--- config.mk ---
export PLATFORM = sky130hd
export DESIGN_NAME = sensor_word_frame_checker_core
export DESIGN_NICKNAME = d
export VERILOG_FILES = /design/src/hw/rtl/swfc_pkg.sv /design/src/hw/rtl/swfc_crc8.sv /design/src/hw/rtl/sensor_word_frame_checker_core.sv
export SDC_FILE = /design/constraint.sdc
export NUM_CORES = 1
export LEC_CHECK = 0
export ABC_AREA = 1
export BUFFER_PORTS_ARGS = -buffer_cell sky130_fd_sc_hd__buf_4
export CORE_MARGIN = 4
export CORE_UTILIZATION = 50
export DETAILED_ROUTE_END_ITERATION = 6
export GPL_TIMING_DRIVEN = 0
export PLACE_DENSITY = 0.77
export SETUP_SLACK_MARGIN = 0.2
export SYNTH_ARGS = -nofsm -noshare
export SYNTH_HDL_FRONTEND = slang
export SYNTH_SLANG_ARGS = --single-unit
--- constraint.sdc ---
create_clock -name i_clk -period 3.1 [get_ports i_clk]
set_input_delay 0 -clock i_clk [delete_from_list [all_inputs] [get_ports i_clk]]
set_output_delay 0 -clock i_clk [all_outputs]
set_load 0.05 [all_outputs]
--- src/hw/rtl/swfc_pkg.sv ---
package swfc_pkg;

    localparam logic [7:0] CRC_INIT = 8'hFF;
    localparam logic [7:0] CRC_POLY = 8'h31;
    localparam logic [7:0] CRC_TOP  = 8'h80;

    localparam int unsigned BYTE_W = 8;
    localparam int unsigned WORD_W = 16;

    typedef enum logic [1:0] {
        ST_OK         = 2'd0,
        ST_FIRST_BAD  = 2'd1,
        ST_SECOND_BAD = 2'd2
    } t_frame_status;

    typedef enum logic [2:0] {
        POS_W0_HI  = 3'd0,
        POS_W0_LO  = 3'd1,
        POS_W0_CRC = 3'd2,
        POS_W1_HI  = 3'd3,
        POS_W1_LO  = 3'd4,
        POS_W1_CRC = 3'd5
    } t_byte_pos;

endpackage

--- src/hw/rtl/swfc_crc8.sv ---
module swfc_crc8
    import swfc_pkg::*;
(
    input  logic [BYTE_W-1:0] i_crc,
    input  logic [BYTE_W-1:0] i_byte,
    output logic [BYTE_W-1:0] o_crc
);

    always_comb begin
        logic [BYTE_W-1:0] c;
        c = i_crc ^ i_byte;
        for (int i = 0; i < BYTE_W; i++) begin
            if ((c & CRC_TOP) != '0) begin
                c = {c[BYTE_W-2:0], 1'b0} ^ CRC_POLY;
            end else begin
                c = {c[BYTE_W-2:0], 1'b0};
            end
        end
        o_crc = c;
    end

endmodule

--- src/hw/rtl/sensor_word_frame_checker_core.sv ---
// An accepted byte lands in the input register; the result register loads
//   when that byte is processed, which waits while a result is held unread.
// Throughput: one byte per cycle while no result is held unread; one result
//   per six-byte frame.
// Reset (synchronous, active low) clears the byte position, the pending and
//   held words and both valid flags, and sets the running CRC to 0xFF.
module sensor_word_frame_checker_core
    import swfc_pkg::*;
(
    input  logic        i_clk,
    input  logic        i_rst_n,
    input  logic        i_s_axis_tvalid,
    output logic        o_s_axis_tready,
    input  logic [7:0]  i_s_axis_tdata,   // [7:0] data_byte
    input  logic        i_s_axis_tuser,   // [0] frame_start
    output logic        o_m_axis_tvalid,
    input  logic        i_m_axis_tready,
    output logic [31:0] o_m_axis_tdata,   // [15:0] co2_equivalent, [31:16] voc_total
    output logic [1:0]  o_m_axis_tuser    // [1:0] frame_status
);

    logic              r_in_valid;
    logic [BYTE_W-1:0] r_in_byte;
    logic              r_in_start;

    logic [2:0]        r_pos;
    logic [BYTE_W-1:0] r_crc;
    logic [WORD_W-1:0] r_pend0;
    logic [WORD_W-1:0] r_pend1;
    logic              r_first_bad;
    logic [WORD_W-1:0] r_held_co2;
    logic [WORD_W-1:0] r_held_voc;

    logic              r_out_valid;
    logic [WORD_W-1:0] r_out_co2;
    logic [WORD_W-1:0] r_out_voc;
    t_frame_status     r_out_status;

    logic              advance;
    logic              process;
    logic              in_xfer;
    t_byte_pos         pos;
    logic [BYTE_W-1:0] crc_base;
    logic [BYTE_W-1:0] crc_next;

    logic [2:0]        n_pos;
    logic [BYTE_W-1:0] n_crc;
    logic [WORD_W-1:0] n_pend0;
    logic [WORD_W-1:0] n_pend1;
    logic              n_first_bad;
    logic [WORD_W-1:0] n_held_co2;
    logic [WORD_W-1:0] n_held_voc;
    logic              n_emit;
    t_frame_status     n_status;

    assign advance         = !r_out_valid || i_m_axis_tready;
    assign process         = r_in_valid && advance;
    assign o_s_axis_tready = !r_in_valid || advance;
    assign in_xfer         = i_s_axis_tvalid && o_s_axis_tready;

    always_comb begin
        if (r_in_start || r_pos > 3'd5) begin
            pos = POS_W0_HI;
        end else begin
            pos = t_byte_pos'(r_pos);
        end
    end

    assign crc_base = (pos == POS_W0_HI || pos == POS_W1_HI) ? CRC_INIT : r_crc;

    swfc_crc8 u_crc (
        .i_crc  (crc_base),
        .i_byte (r_in_byte),
        .o_crc  (crc_next)
    );

    always_comb begin
        n_pos       = (pos == POS_W1_CRC) ? 3'd0 : 3'(pos) + 3'd1;
        n_crc       = r_crc;
        n_pend0     = r_pend0;
        n_pend1     = r_pend1;
        n_first_bad = r_first_bad;
        n_held_co2  = r_held_co2;
        n_held_voc  = r_held_voc;
        n_emit      = 1'b0;
        n_status    = ST_OK;
        unique case (pos)
            POS_W0_HI: begin
                n_crc   = crc_next;
                n_pend0 = {r_in_byte, 8'h00};
            end
            POS_W0_LO: begin
                n_crc   = crc_next;
                n_pend0 = {r_pend0[WORD_W-1:BYTE_W], r_in_byte};
            end
            POS_W0_CRC: begin
                n_first_bad = (r_crc != r_in_byte);
                n_crc       = CRC_INIT;
            end
            POS_W1_HI: begin
                n_crc   = crc_next;
                n_pend1 = {r_in_byte, 8'h00};
            end
            POS_W1_LO: begin
                n_crc   = crc_next;
                n_pend1 = {r_pend1[WORD_W-1:BYTE_W], r_in_byte};
            end
            POS_W1_CRC: begin
                n_emit = 1'b1;
                n_crc  = CRC_INIT;
                if (r_first_bad) begin
                    n_status = ST_FIRST_BAD;
                end else if (r_crc != r_in_byte) begin
                    n_status = ST_SECOND_BAD;
                end else begin
                    n_held_co2 = r_pend0;
                    n_held_voc = r_pend1;
                end
            end
            default: begin
                n_pos = 3'd0;
            end
        endcase
    end

    always_ff @(posedge i_clk) begin
        if (!i_rst_n) begin
            r_in_valid  <= 1'b0;
            r_out_valid <= 1'b0;
            r_pos       <= 3'd0;
            r_crc       <= CRC_INIT;
            r_pend0     <= '0;
            r_pend1     <= '0;
            r_first_bad <= 1'b0;
            r_held_co2  <= '0;
            r_held_voc  <= '0;
        end else begin
            if (o_s_axis_tready) begin
                r_in_valid <= i_s_axis_tvalid;
            end
            if (advance) begin
                r_out_valid <= process && n_emit;
            end
            if (process) begin
                r_pos       <= n_pos;
                r_crc       <= n_crc;
                r_pend0     <= n_pend0;
                r_pend1     <= n_pend1;
                r_first_bad <= n_first_bad;
                r_held_co2  <= n_held_co2;
                r_held_voc  <= n_held_voc;
            end
        end
    end

    always_ff @(posedge i_clk) begin
        if (in_xfer) begin
            r_in_byte  <= i_s_axis_tdata;
            r_in_start <= i_s_axis_tuser;
        end
        if (process && n_emit) begin
            r_out_co2    <= n_held_co2;
            r_out_voc    <= n_held_voc;
            r_out_status <= n_status;
        end
    end

    assign o_m_axis_tvalid = r_out_valid;
    assign o_m_axis_tdata  = {r_out_voc, r_out_co2};
    assign o_m_axis_tuser  = r_out_status;

endmodule

After elaboration in Yosys (flattened, before gate mapping)
Cells that the tools add are included.
- bits in registers: 121
- input port bits: 13
- output and inout port bits: 36
- word-level logic and storage cells: 84
- $add $sub $neg: 1
- $lt $le $gt $ge: 1
- eq/ne operators: 6
- muxes and demuxes: 24
- bitwise operators: 12
- reduce and logical (&&, ||, !) cells: 23
- operator list (operator ; number):
    $mux W16 ; 6
    $pmux W16 S2 ; 2
    $mux W6 ; 8
    $not A3 Y3 ; 8
    $pmux W8 S2 ; 1
    $mux W3 ; 3
    $mux W8 ; 1
    $ne A8 B8 Y1 ; 1
    $reduce_and A2 Y1 ; 4
    $xor A8 B8 Y8 ; 1
    $eq A3 B2 Y1 const B ; 2
    $eq A3 B3 Y1 const B ; 2
    $reduce_and A3 Y1 ; 2
    $reduce_bool A2 Y1 ; 3
    $reduce_or A6 Y1 ; 1
    $logic_or A1 B1 Y1 ; 4
    $reduce_or A2 Y1 ; 2
    $reduce_or A4 Y1 ; 1
    $add A3 B1 Y3 const B ; 1
    $eq A3 B1 Y1 const B ; 1
    $gt A3 B3 Y1 const B ; 1
    $logic_and A1 B1 Y1 ; 3
    $logic_not A3 Y1 ; 1
    $not A1 Y1 ; 3
    3 further kinds ; 5

Longest topological paths before layout
- depth after elaboration: 24
- gate-level depth with buffers: 18
- depth with buffers taken out: 18

Modules after synthesis
Synthesis repeated with hierarchy kept, for this count alone.
- cells, all modules: 716
- area total of the unflattened synthesis: 5609.1 um2
- modules (own cells, without submodules) (module ; times used ; cells an instance ; area an instance (um2) ; seq. area each (um2)):
    sensor_word_frame_checker_core ; 1 ; 635 ; 5206.2 ; 2852.7
    swfc_crc8 ; 1 ; 81 ; 402.9 ; 0.0

Worst setup path before layout
No wires, ideal clock.
- path type: register -> register
- start point: register r_out_valid (netlist: o_m_axis_tvalid)
- end point: register r_out_status[0] (netlist: o_m_axis_tuser[0]), enable pin
- library setup time: 0.426 ns
- arrival time: 2.484 ns
- data required time: 2.674 ns
- setup slack: 0.189 ns
- stages on the path, launching flop included: 5
- buffers on the path: 1
- clock period less this slack: 2.911 ns
- cell sequence: dfxtp_1 -> nand2_1 -> nand2_1 -> clkbuf_1 -> nor2_1
- cells in the longest elaborated chain, start to end: 4
- ends and longest elaborated chain (element ; RTL line ; RTL):
    from (decl) ; sensor_word_frame_checker_core.sv:34 ; logic r_out_valid;
    from (signal assigned) ; sensor_word_frame_checker_core.sv:142 ; r_out_valid <= process && n_emit;
    $logic_not A1 Y1 ; sensor_word_frame_checker_core.sv:56 ; assign advance = !r_out_valid || i_m_axis_tready;
    $logic_or A1 B1 Y1 ; sensor_word_frame_checker_core.sv:56 ;
    $logic_and A1 B1 Y1 ; sensor_word_frame_checker_core.sv:57 ; assign process = r_in_valid && advance;
    $logic_and A1 B1 Y1 ; sensor_word_frame_checker_core.sv:161 ; if (process && n_emit) begin
    to (signal assigned) ; sensor_word_frame_checker_core.sv:164 ; r_out_status <= n_status;
    to (decl) ; sensor_word_frame_checker_core.sv:37 ; t_frame_status r_out_status;
Every way passes these cells.
A chain may end at the register's enable or synchronous reset.

Worst setup path after layout
- start point: register r_in_start
- end point: register r_crc[6]
- cells in the longest elaborated chain, start to end: 15
- elaborated cells between the ends (all ways): 29
- classes of those cells: eq/ne: 5; mux: 10; bitwise: 7; reduce/logical: 7
- ends and longest elaborated chain (element ; RTL line ; RTL):
    from (decl) ; sensor_word_frame_checker_core.sv:24 ; logic r_in_start;
    from (signal assigned) ; sensor_word_frame_checker_core.sv:159 ; r_in_start <= i_s_axis_tuser;
    $logic_or A1 B1 Y1 * ; sensor_word_frame_checker_core.sv:62 ; if (r_in_start || r_pos > 3'd5) begin
    $mux W3 * ; sensor_word_frame_checker_core.sv:62 ;
    $eq A3 B2 Y1 / $logic_not A3 Y1 (equally long branches) ; sensor_word_frame_checker_core.sv:69, sensor_word_frame_checker_core.sv:87 ;
    $logic_or A1 B1 Y1 ; sensor_word_frame_checker_core.sv:69 ; assign crc_base = (pos == POS_W0_HI || pos == POS_W1_HI) ? CRC_INIT : r_crc;
    $mux W8 ; sensor_word_frame_checker_core.sv:69 ;
    $xor A8 B8 Y8 ; swfc_crc8.sv:11 ; c = i_crc ^ i_byte;
    $mux W6 ; swfc_crc8.sv:13 ; if ((c & CRC_TOP) != '0) begin
    $mux W6 / $not A3 Y3 (equally long branches) ; - ;
    $mux W6 ; swfc_crc8.sv:13 ;
    $mux W6 / $not A3 Y3 (equally long branches) ; - ;
    $not A3 Y3 (no source line) / $mux W6 (equally long branches) ; - ;
    $mux W6 ; swfc_crc8.sv:13 ;
    $not A3 Y3 (no source line) ; - ;
    $mux W6 ; swfc_crc8.sv:13 ;
    $pmux W8 S2 ; sensor_word_frame_checker_core.sv:87 ; unique case (pos)
    to (signal assigned) ; sensor_word_frame_checker_core.sv:146 ; r_crc <= n_crc;
    to (decl) ; sensor_word_frame_checker_core.sv:27 ; logic [BYTE_W-1:0] r_crc;
Every way passes the cells marked *; elsewhere a longest branch is shown, timed or not.

==> impl_metrics.env <==
export IMPL_ioPinCount=49
export IMPL_synth_edf_count=43
export IMPL_die_w_um=113
export IMPL_fillers=932
export IMPL_rsz0062_at_grt="false"
export IMPL_crit_fanout=10
export IMPL_numCtsBuffers=17
export IMPL_async_reset_ff_share_pct=0
export IMPL_gr_total_overflow=0
export IMPL_std_cell_rows=38
export IMPL_p_total_mw=3.90
export IMPL_crit_chain="inv_2 -> nand3_2 -> nor2_1 -> ha_1 -> inv_1 -> clkbuf_2 -> nand3_1 -> nand2_1 -> nand2_1 -> nand3_1 -> nand2_1 -> nand2_1 -> nand3_1 -> nand3_1 -> nand2_1 -> nand2_1"
export IMPL_grt_max_degree=36
export IMPL_root_buffer="clkbuf_8"
export IMPL_synth_fp_nets=662
export IMPL_ys_top_cells_by_count="nand2_1, inv_1, dfxtp_1, a21oi_1, edfxtp_1"
export IMPL_worstMarginPinSlew_ps=988
export IMPL_layout_min_cycle_time_ps=2430
export IMPL_hold_class="input port to register"
export IMPL_setup_tns_ps=0
export IMPL_yosysSeqAreaShare_pct=51.5
export IMPL_placedInstanceArea_um2=6080
export IMPL_cts_buffer_depth=2
export IMPL_grt_first_pass_wirelength_um=21300
export IMPL_portBuffers=48
export IMPL_fin_nets=742
export IMPL_finalCritPeriodShare_pct=78.5
export IMPL_synth_seq_cells=121
export IMPL_synth_most_common_cell="nand2_1"
export IMPL_synth_warnings=0
export IMPL_cts_tree="built"
export IMPL_finalNonFillerCells=881
export IMPL_yosys_top_cells_area="dfxtp_1, edfxtp_1, nand2_1"
export IMPL_antenna_cells=0
export IMPL_synth_area_per_cell_um2=8.55
export IMPL_first_global_vias=4249
export IMPL_wl_um=12900
export IMPL_yosysTopAreaCell="dfxtp_1"
export IMPL_setup_viol=0
export IMPL_syn_inst=648
export IMPL_start_kind="register"
export IMPL_maxCapViolations=0
export IMPL_dr_total_vias=4498
export IMPL_drive_gt1_share_pct=22.4
export IMPL_grt_use_total_pct=21.2
export IMPL_setup_slack_ps=666
export IMPL_drtIter0Drc=321
export IMPL_firstDrtPassIters=5
export IMPL_synth_top_cell_area_share_pct=28.2
export IMPL_die_y_um=113
export IMPL_place_inst=836
export IMPL_grt_antenna_before_repair=0
export IMPL_multi_input_area_um2=2170
export IMPL_crit_arrival_ps=2850
export IMPL_p_leak_nw=2.97
export IMPL_dieArea_um2=12800
export IMPL_slowest_delay_ps=380
export IMPL_place_congestion=0.856
export IMPL_crit_top_cell="nand2_1"
export IMPL_slew_violations=0
export IMPL_crit_path_end_kind="register"
export IMPL_required_ps=3520
export IMPL_fin_hold_ws_ps=189
export IMPL_peakVddDrop_uv=297
export IMPL_crit_type="register to register"
export IMPL_clkSinkCount=121
export IMPL_path_clk_slew_ps=60
export IMPL_fin_skew_ps=16.9
export IMPL_dpl_hpwl_um=9010
export IMPL_maxSlewHeadroom_pct=34.0
export IMPL_cp_top_family="simple AND/OR/NAND/NOR gates"
export IMPL_pre_cts_ws_ps=520
export IMPL_p_per_area_nw_per_um2=578
export IMPL_vias_per_cell=5.11
export IMPL_core_area_um2=10800
export IMPL_post_cts_buffers=0
export IMPL_clk_latency_ps=530
export IMPL_hold_violations=0
export IMPL_synthFlopType="dfxtp_1"
export IMPL_final_core_util_pct=62.2
export IMPL_synthToLayoutAreaGrowth_pct=21.8
export IMPL_status="completed"
export IMPL_crit_buf_inv=3
export IMPL_fin_area_um2=6750
export IMPL_yosysUniqueCellTypes=35
export IMPL_regArea_um2=2850
export IMPL_fmax_mhz=411
export IMPL_cpMaxStageDelayCell="edfxtp_1"
export IMPL_drc_errors=0
export IMPL_initial_core_util_pct=51.1
export IMPL_wl_per_cell_um=14.6
export IMPL_synth_cell_area_um2=5540
export IMPL_ctsHtreeMaxLevel=4
export IMPL_drtAntennaViolNets=0
power breakdown:
group	switching (mW)	total (mW)	internal, mW
logic	0.245	0.381	0.136
registers	0.0432	1.74	1.70
clock network	0.651	1.78	1.13
kinds of logic after synthesis:
kind of cell | Yosys count | share of synthesized area (%)
buffers and inverters | 124 | 9.44
flip-flops | 121 | 51.5
XOR/XNOR | 5 | 0.791
AO/OA/AOI/OAI | 162 | 17.1
AND/OR/NAND/NOR | 235 | 21.0
adder cells (fa/ha/maj) | 1 | 0.226
cell usage in the layout, fill, tap and decap left out, drive strengths merged, types with 2 or more instances in the layout:
| master | Yosys | routed |
|---|---|---|
| nand2 | 146 | 146 |
| buf | 10 | 58 |
| nand3 | 32 | 32 |
| or2 | 2 | 2 |
| xor2 | 3 | 3 |
| nor2 | 47 | 47 |
| clkbuf | 17 | 44 |
| dlygate4sd3 | 0 | 13 |
| clkinv | 0 | 4 |
| inv | 97 | 97 |
| a21oi | 108 | 108 |
| o21ai | 51 | 51 |
| dfxtp | 78 | 78 |
| nand4 | 3 | 3 |
| nor3 | 2 | 2 |
| edfxtp | 43 | 43 |
| xnor2 | 2 | 2 |
per-layer routing:
layer	global-route usage [%]	vias to the layer above	share of wire (%)
li1	-	2265	-
met1	27.6	2110	45
met2	35.0	106	49
met3	5.56	17	4.5
met4	6.01	0	1.2
met5	0	-	0
final cells by class:
class	count	share of cell area (%)
Timing Repair Buffer	61	7.27
Clock inverter	5	0.742
Multi-Input combinational cell	403	32.2
Clock buffer	27	7.16
Buffer	27	2.37
Sequential cell	121	42.3
Tap cell	140	2.60
Inverter	97	5.40
flip-flops by register name, indices dropped and copies added (netlist names):
name and cells:
o_m_axis_tuser 2, o_m_axis_tvalid 1, r_crc 8, r_first_bad 1, r_held_co2 16, r_held_voc 16
r_in_byte 8, r_in_start 1, r_in_valid 1, r_out_co2 16, r_out_voc 16, r_pend0 16
r_pend1 16, r_pos 3
path summary, 6_finish.rpt:
kind / startpoint / to / slack (ps) / depth (start not counted)
worst min register to register: r_pend0[13] / r_pend0[13] / 470 / 2
worst min-delay path: i_s_axis_tdata[2] / r_in_byte[2] / 190 / 2
worst max-delay path: r_in_start / r_crc[6] / 670 / 16
worst max register to register: r_in_start / r_crc[6] / 670 / 16
repair_timing:
item                                   in CTS  in global routing
gates resized for setup                     0                  2
setup endpoints to repair                   0                  2
hold buffers                               13                  0
endpoints found under the hold margin      13                  0
(Power assumes the default switching activity.)
